[src/rtl/pps_pkg.sv]
package pps_pkg;

    // Table size and derived widths.
    localparam int MAX_PROCS = 16;
    localparam int IDX_W     = (MAX_PROCS > 1) ? $clog2(MAX_PROCS) : 1;
    localparam int CNT_W     = $clog2(MAX_PROCS + 1);

    // Fixed field widths of the channels.
    localparam int CMD_W       = 2;
    localparam int TIME_W      = 16;
    localparam int SUM_W       = 32;
    localparam int RAN_INDEX_W = 4;

    // Commands carried by an input transfer.
    typedef enum logic [CMD_W-1:0] {
        CMD_LOAD  = 2'd0,
        CMD_TICK  = 2'd1,
        CMD_CLEAR = 2'd2,
        CMD_NOP   = 2'd3
    } cmd_t;

    // Controller states.
    typedef enum logic [1:0] {
        ST_IDLE,
        ST_SCAN,
        ST_FINISH
    } state_t;

    // One process entry as it is kept in the table memory.
    typedef struct packed {
        logic [TIME_W-1:0] arrival;
        logic [TIME_W-1:0] remaining;
        logic [TIME_W-1:0] prio;
    } entry_t;

    localparam int ENTRY_W = $bits(entry_t);

    // One result transfer.
    typedef struct packed {
        logic                   ran_valid;
        logic [RAN_INDEX_W-1:0] ran_index;
        logic                   completed;
        logic [TIME_W-1:0]      clock_now;
        logic                   all_done;
        logic [SUM_W-1:0]       total_turnaround;
        logic [SUM_W-1:0]       total_waiting;
        logic                   table_full;
    } rsp_t;

    // Add two totals and stick at the maximum on overflow.
    function automatic logic [SUM_W-1:0] sat_add(input logic [SUM_W-1:0] a,
                                                 input logic [SUM_W-1:0] b);
        logic [SUM_W:0] s;
        s = {1'b0, a} + {1'b0, b};
        return s[SUM_W] ? {SUM_W{1'b1}} : s[SUM_W-1:0];
    endfunction

endpackage

[src/rtl/pps_req_if.sv]
interface pps_req_if;
    logic                      valid;
    logic                      ready;
    logic [pps_pkg::CMD_W-1:0]  command;
    logic [pps_pkg::TIME_W-1:0] arrival_time;
    logic [pps_pkg::TIME_W-1:0] burst_time;
    logic [pps_pkg::TIME_W-1:0] priority_value;

    modport source (
        output valid, command, arrival_time, burst_time, priority_value,
        input  ready
    );

    modport sink (
        input  valid, command, arrival_time, burst_time, priority_value,
        output ready
    );
endinterface

[src/rtl/pps_rsp_if.sv]
interface pps_rsp_if;
    logic                            valid;
    logic                            ready;
    logic                            ran_valid;
    logic [pps_pkg::RAN_INDEX_W-1:0] ran_index;
    logic                            completed;
    logic [pps_pkg::TIME_W-1:0]      clock_now;
    logic                            all_done;
    logic [pps_pkg::SUM_W-1:0]       total_turnaround;
    logic [pps_pkg::SUM_W-1:0]       total_waiting;
    logic                            table_full;

    modport source (
        output valid, ran_valid, ran_index, completed, clock_now, all_done,
               total_turnaround, total_waiting, table_full,
        input  ready
    );

    modport sink (
        input  valid, ran_valid, ran_index, completed, clock_now, all_done,
               total_turnaround, total_waiting, table_full,
        output ready
    );
endinterface

[src/rtl/pps_ram.sv]
module pps_ram #(
    parameter int WIDTH = 8,
    parameter int DEPTH = 16,
    localparam int AW   = (DEPTH > 1) ? $clog2(DEPTH) : 1
) (
    input  logic             clk,
    input  logic             we,
    input  logic [AW-1:0]    waddr,
    input  logic [WIDTH-1:0] wdata,
    input  logic             re,
    input  logic [AW-1:0]    raddr,
    output logic [WIDTH-1:0] rdata
);

    logic [WIDTH-1:0] mem [DEPTH];

    // One write port and one registered read port.
    always_ff @(posedge clk)
    begin
        if (we)
        begin
            mem[waddr] <= wdata;
        end
        if (re)
        begin
            rdata <= mem[raddr];
        end
    end

endmodule

[src/rtl/preemptive_priority_scheduler.sv]
// Preemptive priority scheduler, one clock tick per tick command. Load commands
// append a process entry (arrival, burst, priority) to a table of
// pps_pkg::MAX_PROCS entries held in a single-port-read RAM; clear empties the
// table and the totals; a tick runs the ready entry with the lowest priority
// value (lowest index on ties). Every command returns exactly one result
// transfer. During a tick the table RAM delivers one entry per cycle to the
// priority compare, and a final step writes back the remaining burst and forms
// the result. Load, clear, the unused command and a tick on an empty table
// skip the scan. A finished result waits in an output register, so the next
// command is taken while it waits; the block stalls only when a second result
// is ready before the first was taken.
module preemptive_priority_scheduler (
    input  logic           clk,
    input  logic           rst_n,
    pps_req_if.sink        req,
    pps_rsp_if.source      rsp
);

    localparam int IDX_W  = pps_pkg::IDX_W;
    localparam int CNT_W  = pps_pkg::CNT_W;
    localparam int TIME_W = pps_pkg::TIME_W;
    localparam int SUM_W  = pps_pkg::SUM_W;

    // Control state.
    pps_pkg::state_t                state_reg, state_next;
    logic [IDX_W-1:0]               rd_idx_reg, rd_idx_next;
    logic                           found_reg, found_next;
    logic [CNT_W-1:0]               ready_cnt_reg, ready_cnt_next;
    logic [pps_pkg::MAX_PROCS-1:0]  finished_marks_reg, finished_marks_next;
    logic [CNT_W-1:0]               entry_count_reg, entry_count_next;
    logic [CNT_W-1:0]               finished_count_reg, finished_count_next;
    logic [TIME_W-1:0]              tick_clock_reg, tick_clock_next;
    logic [SUM_W-1:0]               turnaround_reg, turnaround_next;
    logic [SUM_W-1:0]               waiting_reg, waiting_next;
    logic                           out_valid_reg, out_valid_next;

    // Payload registers.
    pps_pkg::cmd_t                  cmd_reg, cmd_next;
    logic [TIME_W-1:0]              arr_reg, arr_next;
    logic [TIME_W-1:0]              bur_reg, bur_next;
    logic [TIME_W-1:0]              pri_reg, pri_next;
    logic [IDX_W-1:0]               best_idx_reg, best_idx_next;
    logic [TIME_W-1:0]              best_arr_reg, best_arr_next;
    logic [TIME_W-1:0]              best_rem_reg, best_rem_next;
    logic [TIME_W-1:0]              best_pri_reg, best_pri_next;
    pps_pkg::rsp_t                  out_reg, out_next;

    // Table memory ports.
    logic                           ram_we;
    logic [IDX_W-1:0]               ram_waddr;
    pps_pkg::entry_t                ram_wdata;
    logic                           ram_re;
    logic [IDX_W-1:0]               ram_raddr;
    pps_pkg::entry_t                ram_rdata;

    // Scan and commit helpers.
    logic                           entry_ready;
    logic                           entry_take;
    logic [CNT_W-1:0]               scan_count;
    logic                           out_free;
    logic [TIME_W-1:0]              rem_dec;
    logic [TIME_W-1:0]              clock_inc;

    pps_ram #(
        .WIDTH (pps_pkg::ENTRY_W),
        .DEPTH (pps_pkg::MAX_PROCS)
    ) u_table (
        .clk   (clk),
        .we    (ram_we),
        .waddr (ram_waddr),
        .wdata (ram_wdata),
        .re    (ram_re),
        .raddr (ram_raddr),
        .rdata (ram_rdata)
    );

    assign req.ready = (state_reg == pps_pkg::ST_IDLE);
    assign out_free  = !out_valid_reg || rsp.ready;

    // Evaluation of the entry that the memory returns during a scan.
    assign entry_ready = !finished_marks_reg[rd_idx_reg] &&
                         (ram_rdata.arrival <= tick_clock_reg);
    assign entry_take  = entry_ready && (!found_reg || (ram_rdata.prio < best_pri_reg));
    assign scan_count  = CNT_W'(rd_idx_reg) + CNT_W'(1);
    assign rem_dec     = best_rem_reg - TIME_W'(1);
    assign clock_inc   = (tick_clock_reg == {TIME_W{1'b1}}) ?
                         tick_clock_reg : tick_clock_reg + TIME_W'(1);

    // Next state, memory control and result formation.
    always_comb
    begin
        state_next          = state_reg;
        rd_idx_next         = rd_idx_reg;
        found_next          = found_reg;
        ready_cnt_next      = ready_cnt_reg;
        finished_marks_next = finished_marks_reg;
        entry_count_next    = entry_count_reg;
        finished_count_next = finished_count_reg;
        tick_clock_next     = tick_clock_reg;
        turnaround_next     = turnaround_reg;
        waiting_next        = waiting_reg;
        out_valid_next      = out_valid_reg;
        cmd_next            = cmd_reg;
        arr_next            = arr_reg;
        bur_next            = bur_reg;
        pri_next            = pri_reg;
        best_idx_next       = best_idx_reg;
        best_arr_next       = best_arr_reg;
        best_rem_next       = best_rem_reg;
        best_pri_next       = best_pri_reg;
        out_next            = out_reg;
        ram_we              = 1'b0;
        ram_waddr           = best_idx_reg;
        ram_wdata           = '0;
        ram_re              = 1'b0;
        ram_raddr           = '0;

        // The waiting result leaves on its transfer.
        if (out_valid_reg && rsp.ready)
        begin
            out_valid_next = 1'b0;
        end

        unique case (state_reg)
            pps_pkg::ST_IDLE:
            begin
                if (req.valid)
                begin
                    cmd_next       = pps_pkg::cmd_t'(req.command);
                    arr_next       = req.arrival_time;
                    bur_next       = req.burst_time;
                    pri_next       = req.priority_value;
                    found_next     = 1'b0;
                    ready_cnt_next = '0;
                    rd_idx_next    = '0;
                    if ((pps_pkg::cmd_t'(req.command) == pps_pkg::CMD_TICK) &&
                        (entry_count_reg != '0))
                    begin
                        ram_re     = 1'b1;
                        ram_raddr  = '0;
                        state_next = pps_pkg::ST_SCAN;
                    end
                    else
                    begin
                        state_next = pps_pkg::ST_FINISH;
                    end
                end
            end

            pps_pkg::ST_SCAN:
            begin
                // Keep the best ready entry seen so far.
                if (entry_ready)
                begin
                    ready_cnt_next = ready_cnt_reg + CNT_W'(1);
                end
                if (entry_take)
                begin
                    found_next    = 1'b1;
                    best_idx_next = rd_idx_reg;
                    best_arr_next = ram_rdata.arrival;
                    best_rem_next = ram_rdata.remaining;
                    best_pri_next = ram_rdata.prio;
                end
                if (scan_count >= entry_count_reg)
                begin
                    state_next = pps_pkg::ST_FINISH;
                end
                else
                begin
                    ram_re      = 1'b1;
                    ram_raddr   = rd_idx_reg + IDX_W'(1);
                    rd_idx_next = rd_idx_reg + IDX_W'(1);
                end
            end

            pps_pkg::ST_FINISH:
            begin
                if (out_free)
                begin
                    out_next = '0;
                    unique case (cmd_reg)
                        pps_pkg::CMD_LOAD:
                        begin
                            if (entry_count_reg >= CNT_W'(pps_pkg::MAX_PROCS))
                            begin
                                out_next.table_full = 1'b1;
                            end
                            else
                            begin
                                ram_we    = 1'b1;
                                ram_waddr = entry_count_reg[IDX_W-1:0];
                                ram_wdata = '{arrival: arr_reg, remaining: bur_reg,
                                              prio: pri_reg};
                                if (bur_reg == '0)
                                begin
                                    finished_marks_next[entry_count_reg[IDX_W-1:0]] = 1'b1;
                                    finished_count_next = finished_count_reg + CNT_W'(1);
                                end
                                entry_count_next = entry_count_reg + CNT_W'(1);
                            end
                        end

                        pps_pkg::CMD_TICK:
                        begin
                            tick_clock_next = clock_inc;
                            if (found_reg)
                            begin
                                out_next.ran_valid = 1'b1;
                                out_next.ran_index = pps_pkg::RAN_INDEX_W'(best_idx_reg);
                                waiting_next = pps_pkg::sat_add(waiting_reg,
                                    SUM_W'(ready_cnt_reg) - SUM_W'(1));
                                ram_we    = 1'b1;
                                ram_waddr = best_idx_reg;
                                ram_wdata = '{arrival: best_arr_reg, remaining: rem_dec,
                                              prio: best_pri_reg};
                                if (rem_dec == '0)
                                begin
                                    out_next.completed = 1'b1;
                                    finished_marks_next[best_idx_reg] = 1'b1;
                                    finished_count_next = finished_count_reg + CNT_W'(1);
                                    turnaround_next = pps_pkg::sat_add(turnaround_reg,
                                        SUM_W'(clock_inc - best_arr_reg));
                                end
                            end
                        end

                        pps_pkg::CMD_CLEAR:
                        begin
                            finished_marks_next = '0;
                            entry_count_next    = '0;
                            finished_count_next = '0;
                            tick_clock_next     = '0;
                            turnaround_next     = '0;
                            waiting_next        = '0;
                        end

                        pps_pkg::CMD_NOP:
                        begin
                        end

                        default:
                        begin
                        end
                    endcase

                    out_next.clock_now        = tick_clock_next;
                    out_next.all_done         = (finished_count_next == entry_count_next);
                    out_next.total_turnaround = turnaround_next;
                    out_next.total_waiting    = waiting_next;
                    out_valid_next            = 1'b1;
                    state_next                = pps_pkg::ST_IDLE;
                end
            end

            default:
            begin
                state_next = pps_pkg::ST_IDLE;
            end
        endcase
    end

    // Control registers.
    always_ff @(posedge clk or negedge rst_n)
    begin
        if (!rst_n)
        begin
            state_reg          <= pps_pkg::ST_IDLE;
            rd_idx_reg         <= '0;
            found_reg          <= 1'b0;
            ready_cnt_reg      <= '0;
            finished_marks_reg <= '0;
            entry_count_reg    <= '0;
            finished_count_reg <= '0;
            tick_clock_reg     <= '0;
            turnaround_reg     <= '0;
            waiting_reg        <= '0;
            out_valid_reg      <= 1'b0;
        end
        else
        begin
            state_reg          <= state_next;
            rd_idx_reg         <= rd_idx_next;
            found_reg          <= found_next;
            ready_cnt_reg      <= ready_cnt_next;
            finished_marks_reg <= finished_marks_next;
            entry_count_reg    <= entry_count_next;
            finished_count_reg <= finished_count_next;
            tick_clock_reg     <= tick_clock_next;
            turnaround_reg     <= turnaround_next;
            waiting_reg        <= waiting_next;
            out_valid_reg      <= out_valid_next;
        end
    end

    // Payload registers.
    always_ff @(posedge clk)
    begin
        cmd_reg      <= cmd_next;
        arr_reg      <= arr_next;
        bur_reg      <= bur_next;
        pri_reg      <= pri_next;
        best_idx_reg <= best_idx_next;
        best_arr_reg <= best_arr_next;
        best_rem_reg <= best_rem_next;
        best_pri_reg <= best_pri_next;
        out_reg      <= out_next;
    end

    // Result channel.
    assign rsp.valid            = out_valid_reg;
    assign rsp.ran_valid        = out_reg.ran_valid;
    assign rsp.ran_index        = out_reg.ran_index;
    assign rsp.completed        = out_reg.completed;
    assign rsp.clock_now        = out_reg.clock_now;
    assign rsp.all_done         = out_reg.all_done;
    assign rsp.total_turnaround = out_reg.total_turnaround;
    assign rsp.total_waiting    = out_reg.total_waiting;
    assign rsp.table_full       = out_reg.table_full;

`ifndef SYNTH
    // More entries can never be finished than were loaded.
    a_count_order: assert property (@(posedge clk) disable iff (!rst_n)
        finished_count_reg <= entry_count_reg)
        else $error("finished count exceeds entry count");

    // The finished marks and the finished count tell the same story.
    a_marks_count: assert property (@(posedge clk) disable iff (!rst_n)
        $countones(finished_marks_reg) == int'(finished_count_reg))
        else $error("finished marks disagree with finished count");

    // Table reads and write-backs are never issued in the same cycle.
    a_ram_interlock: assert property (@(posedge clk) disable iff (!rst_n)
        !(ram_we && ram_re))
        else $error("table read and write overlap");

    // A scan only visits loaded entries.
    a_scan_bound: assert property (@(posedge clk) disable iff (!rst_n)
        (state_reg == pps_pkg::ST_SCAN) |-> (CNT_W'(rd_idx_reg) < entry_count_reg))
        else $error("scan index beyond loaded entries");
`endif

endmodule
[src/flat_wrapper.sv]
// flat-port wrapper written by rule: the top's interface ports become plain ports
module preemptive_priority_scheduler_flat 
  (clk, rst_n, req_valid, req_command, req_arrival_time, req_burst_time, req_priority_value, req_ready, rsp_valid, rsp_ran_valid, rsp_ran_index, rsp_completed, rsp_clock_now, rsp_all_done, rsp_total_turnaround, rsp_total_waiting, rsp_table_full, rsp_ready);
  pps_req_if req_i ();
  pps_rsp_if rsp_i ();
  input  logic clk;
  input  logic rst_n;
  input wire logic [$bits(req_i.valid)-1:0] req_valid;
  input wire logic [$bits(req_i.command)-1:0] req_command;
  input wire logic [$bits(req_i.arrival_time)-1:0] req_arrival_time;
  input wire logic [$bits(req_i.burst_time)-1:0] req_burst_time;
  input wire logic [$bits(req_i.priority_value)-1:0] req_priority_value;
  output wire logic [$bits(req_i.ready)-1:0] req_ready;
  output wire logic [$bits(rsp_i.valid)-1:0] rsp_valid;
  output wire logic [$bits(rsp_i.ran_valid)-1:0] rsp_ran_valid;
  output wire logic [$bits(rsp_i.ran_index)-1:0] rsp_ran_index;
  output wire logic [$bits(rsp_i.completed)-1:0] rsp_completed;
  output wire logic [$bits(rsp_i.clock_now)-1:0] rsp_clock_now;
  output wire logic [$bits(rsp_i.all_done)-1:0] rsp_all_done;
  output wire logic [$bits(rsp_i.total_turnaround)-1:0] rsp_total_turnaround;
  output wire logic [$bits(rsp_i.total_waiting)-1:0] rsp_total_waiting;
  output wire logic [$bits(rsp_i.table_full)-1:0] rsp_table_full;
  input wire logic [$bits(rsp_i.ready)-1:0] rsp_ready;
  assign req_i.valid = req_valid;
  assign req_i.command = req_command;
  assign req_i.arrival_time = req_arrival_time;
  assign req_i.burst_time = req_burst_time;
  assign req_i.priority_value = req_priority_value;
  assign req_ready = req_i.ready;
  assign rsp_valid = rsp_i.valid;
  assign rsp_ran_valid = rsp_i.ran_valid;
  assign rsp_ran_index = rsp_i.ran_index;
  assign rsp_completed = rsp_i.completed;
  assign rsp_clock_now = rsp_i.clock_now;
  assign rsp_all_done = rsp_i.all_done;
  assign rsp_total_turnaround = rsp_i.total_turnaround;
  assign rsp_total_waiting = rsp_i.total_waiting;
  assign rsp_table_full = rsp_i.table_full;
  assign rsp_i.ready = rsp_ready;
  preemptive_priority_scheduler u_core (.clk(clk), .rst_n(rst_n), .req(req_i), .rsp(rsp_i));
endmodule
[config.mk]
export PLATFORM = sky130hd
export DESIGN_NAME = preemptive_priority_scheduler_flat
export DESIGN_NICKNAME = d
export VERILOG_FILES = /design/src/rtl/pps_pkg.sv /design/src/rtl/pps_req_if.sv /design/src/rtl/pps_rsp_if.sv /design/src/rtl/pps_ram.sv /design/src/rtl/preemptive_priority_scheduler.sv /design/src/flat_wrapper.sv
export SDC_FILE = /design/constraint.sdc
export NUM_CORES = 2
export LEC_CHECK = 0
export ABC_AREA = 1
export BUFFER_PORTS_ARGS = -buffer_cell sky130_fd_sc_hd__buf_2
export CORE_UTILIZATION = 60
export CTS_CLUSTER_SIZE = 10
export DETAILED_ROUTE_END_ITERATION = 10
export PLACE_DENSITY = 0.88
export SYNTH_ARGS = -nofsm -noshare
export SYNTH_HDL_FRONTEND = slang
export SYNTH_SLANG_ARGS = --single-unit
export TNS_END_PERCENT = 30
[constraint.sdc]
create_clock -name clk -period 7.71 [get_ports clk]
set_input_delay 0.771 -clock clk [delete_from_list [all_inputs] [get_ports clk]]
set_output_delay 0.771 -clock clk [all_outputs]
set_load 0.02 [all_outputs]
==> impl_results.md <==
* Synth Register Bits at 1,125
* Initial Utilization at 60.6%
* Worst-skew pair later-pin latency at 0.75 ns
* Worst-margin pin slew at 1.38 ns
* CP Data Arrival Time at 7.00 ns
* Initial antenna violation count at 3
* CTS H-tree lvls at 4
* Top Metal Used: met4
* Share of the synthesized area in the top cell type at 59.6%
* Post-DP HPWL at 79,600 um
* Buffers plus inverters on the worst setup path at 3
* Most frequent cell on the critical path: nand2_1
* Die height at 293 um
* Vias per cell at 6.68
* Ys async rst share at 10.6%
* Critical path's slowest cell: nand4_4
* First-pass GRT wire length at 209,000 um
* Avg Inst Size Synth at 11.7 um^2
* Top_reg_cell synth: edfxtp_1
* Synthesis Warnings at 0
* Max-Cap Viols at 0
* GRT overflow at 0
* Largest stage delay on the critical path at 0.50 ns
* Initial DRC count at 5,345
* Drt drc at 0
* Core area at 83,600 um^2
* Worst hold path class: in2async
* All-Layer GR Usage at 32.2%
* CP Launch Type: flop
* CP Capture Type: flop
* Clk buf depth at 3
* Biggest area consumer among synthesized cells: edfxtp_1
* Fin. max-slew vios at 0
* Wire per inst at 25.1 um
* Top post-synthesis cells by area: edfxtp_1 60%, dfrtp_1 5.9%, nand2_1 4.9%, nand3_1 3.9%, ha_1 3.4%
* Syn nets at 4,514
* Synthesized instance count at 4,321
* Total wire length at 140,000 um
* Die Area at 85,600 um^2
* Placed Instance Area at 52,500 um^2
* Hold Violations, Final at 0
* Slew margin rel. at 8.15%
* RSZ-0062 raised after global routing: false
* Post-CTS setup buffers at 0
* I/O Pins at 144
* CTS Buf Count at 132
* CP Data Required Time at 8.27 ns
* Clk_skew at 0.0537 ns
* Worst Slack Setup Final at 1.27 ns
* Setup violations, final at 0
* Port buffer count at 143
* Final worst path period need at 6.44 ns
* Post-synth EDFFs at 1,006
* Worst-path maximum fanout at 28
* Worst VDD drop at 0.499 mV
* Kind of critical path: reg2reg
* TritonRoute pass-1 iters at 6
* Clock-pin transition on the worst setup and hold timing paths at 0.06 ns
* Status: finished, final reports clean
* Share of layout cells above drive strength 1 at 13.3%
* FMAX at 155 MHz
* M1 WL at 50,700 um
* Met2 wire length at 65,400 um
* CTS tree: built
* Max reg flops at 768
* Final Cycle Share at 83.5%
* CP delay by family, top: simple AND/OR/NAND/NOR gates
* Layout area overhead at 11.0%
* Setup TNS at 0 ns
* Vias at 37,100
* Pin count of the biggest net entering global routing at 194
* Util after Layout at 67.3%
* Hold Slack at 0.136 ns
* Die Wd at 293 um
* CTS root buf: clkbuf_16
* Post-cts gate resize count at 0
* Library cells used by synthesis at 53
* Cell area after synthesis at 50,700 um^2
* Final ANT Viol Nets at 0
* Sequential share of the synthesized area at 65.5%
* Routed met3 length at 17,600 um
* Rows at 106
* Post-CTS Hold Buffers at 0
* Clk sinks at 1,125
* Net total in the final layout at 4,619
* PwrDens at 352 nW/um^2
* Placer Congestion at 0.987
* P_leak at 21.1 nW
* Finished Cell Area at 56,200 um^2
* Place WS at 1.31 ns
* Largest regs: u_core.u_table.mem: 768 flops, u_core.u_table.rdata: 48 flops
* Biggest register: u_core.u_table.mem
* Vias in the first global route at 36,300
-- synth_stat cells (all sizes together) (2+ instances only) --
cell type	n
o21ai	244
fa	3
buf	46
o32ai	4
o31ai	2
inv	298
nand2	661
o211ai	198
a211oi	8
edfxtp	1006
a221oi	4
o221ai	194
nand3b	6
o22ai	24
a31oi	16
clkinv	3
a22oi	6
ha	136
a21o	8
nand3	392
o21bai	10
a21boi	5
xnor2	13
nor3	31
nor4	5
o21a	8
nand4	17
a21oi	208
clkbuf	171
or2	198
nor2	212
dfrtp	119
xor2	60
-- placed cells by master, fill, tap and decap left out, types with 16 or more instances in the layout --
| master | n |
|---|---|
| dfrtp_1 | 119 |
| o21ai_1 | 31 |
| or2_2 | 198 |
| o211ai_1 | 198 |
| nand3_1 | 391 |
| nor2_1 | 186 |
| ha_1 | 136 |
| edfxtp_1 | 1006 |
| nand2_1 | 655 |
| o21ai_0 | 211 |
| buf_2 | 142 |
| nand4_1 | 16 |
| nor2_4 | 22 |
| nor3_1 | 29 |
| clkbuf_16 | 134 |
| o22ai_1 | 24 |
| o221ai_1 | 194 |
| inv_1 | 290 |
| a21oi_1 | 198 |
| clkbuf_1 | 27 |
| buf_4 | 42 |
| a31oi_1 | 16 |
| xor2_1 | 60 |
-- worst register-to-register path: cells and delay by family (launching register included) --
family          cells  cell delay [ns]
compound gates     10             1.84
simple gates       15             2.26
fa+ha+maj           4             1.15
xor+xnor            1             0.31
flops               1             0.39
buf+inv             3             0.37
-- metal layers --
| metal | up-vias | track usage (%) |
|---|---|---|
| li1 | 16000 | - |
| met1 | 17600 | 42.6 |
| met2 | 2924 | 51.4 |
| met3 | 504 | 7.06 |
| met4 | 0 | 14.5 |
| met5 | - | 0 |
-- path summary, 6_finish.rpt --
check                                              start                      endpoint  slack, ns  depth (start not counted)
worst max-delay path            u_core.tick_clock_reg[0]      u_core.turnaround_reg[0]       1.27                         33
worst min-delay path                               rst_n  u_core.finished_count_reg[0]       0.14                          1
worst max register to register  u_core.tick_clock_reg[0]      u_core.turnaround_reg[0]       1.27                         33
worst min register to register  u_core.u_table.rdata[25]        u_core.best_rem_reg[9]       0.42                          0
max in group asynchronous                          rst_n        u_core.waiting_reg[22]       6.10                          2
min in group clk                  req_priority_value[10]            u_core.pri_reg[10]       0.21                          1
-- metrics by stage --
| stage | total power [W] | instances |
|---|---|---|
| detailed placement | 0.0141 | 5372 |
| global route | 0.0207 | 5553 |
| global placement | 0.0140 | 5372 |
| floorplan | 0.0123 | 4321 |
| finish | 0.0198 | 5553 |
| CTS | 0.0196 | 5551 |
-- area by class of cell --
class / instances / area, um^2
Timing Repair Buffer: 188 / 1110
Sequential cell: 1125 / 33200
Clock buffer: 164 / 3500
Fill cell: 5570 / 27300
Antenna cell: 2 / 5.00
Clock inverter: 15 / 235
Multi-Input combinational cell: 2678 / 15700
Tap cell: 1080 / 1350
Inverter: 301 / 1150
-- cell families (layout without fill, tap and decap cells) --
| group | Yosys count | after routing | share of synthesized area, % |
|---|---|---|---|
| buf+inv | 518 | 668 | 3.90 |
| xor+xnor | 73 | 73 | 1.26 |
| flops | 1125 | 1125 | 65.5 |
| simple gates | 1525 | 1525 | 13.7 |
| fa+ha+maj | 139 | 139 | 3.48 |
| other cells | 0 | 2 | 0 |
| compound gates | 941 | 941 | 12.2 |
-- power breakdown --
| part | total, W | internal, W | switching (W) |
|---|---|---|---|
| clock | 0.00556 | 0.00318 | 0.00237 |
| sequential | 0.00771 | 0.00734 | 0.000370 |
| combinational | 0.00651 | 0.00196 | 0.00455 |
(Power assumes the default switching activity.)
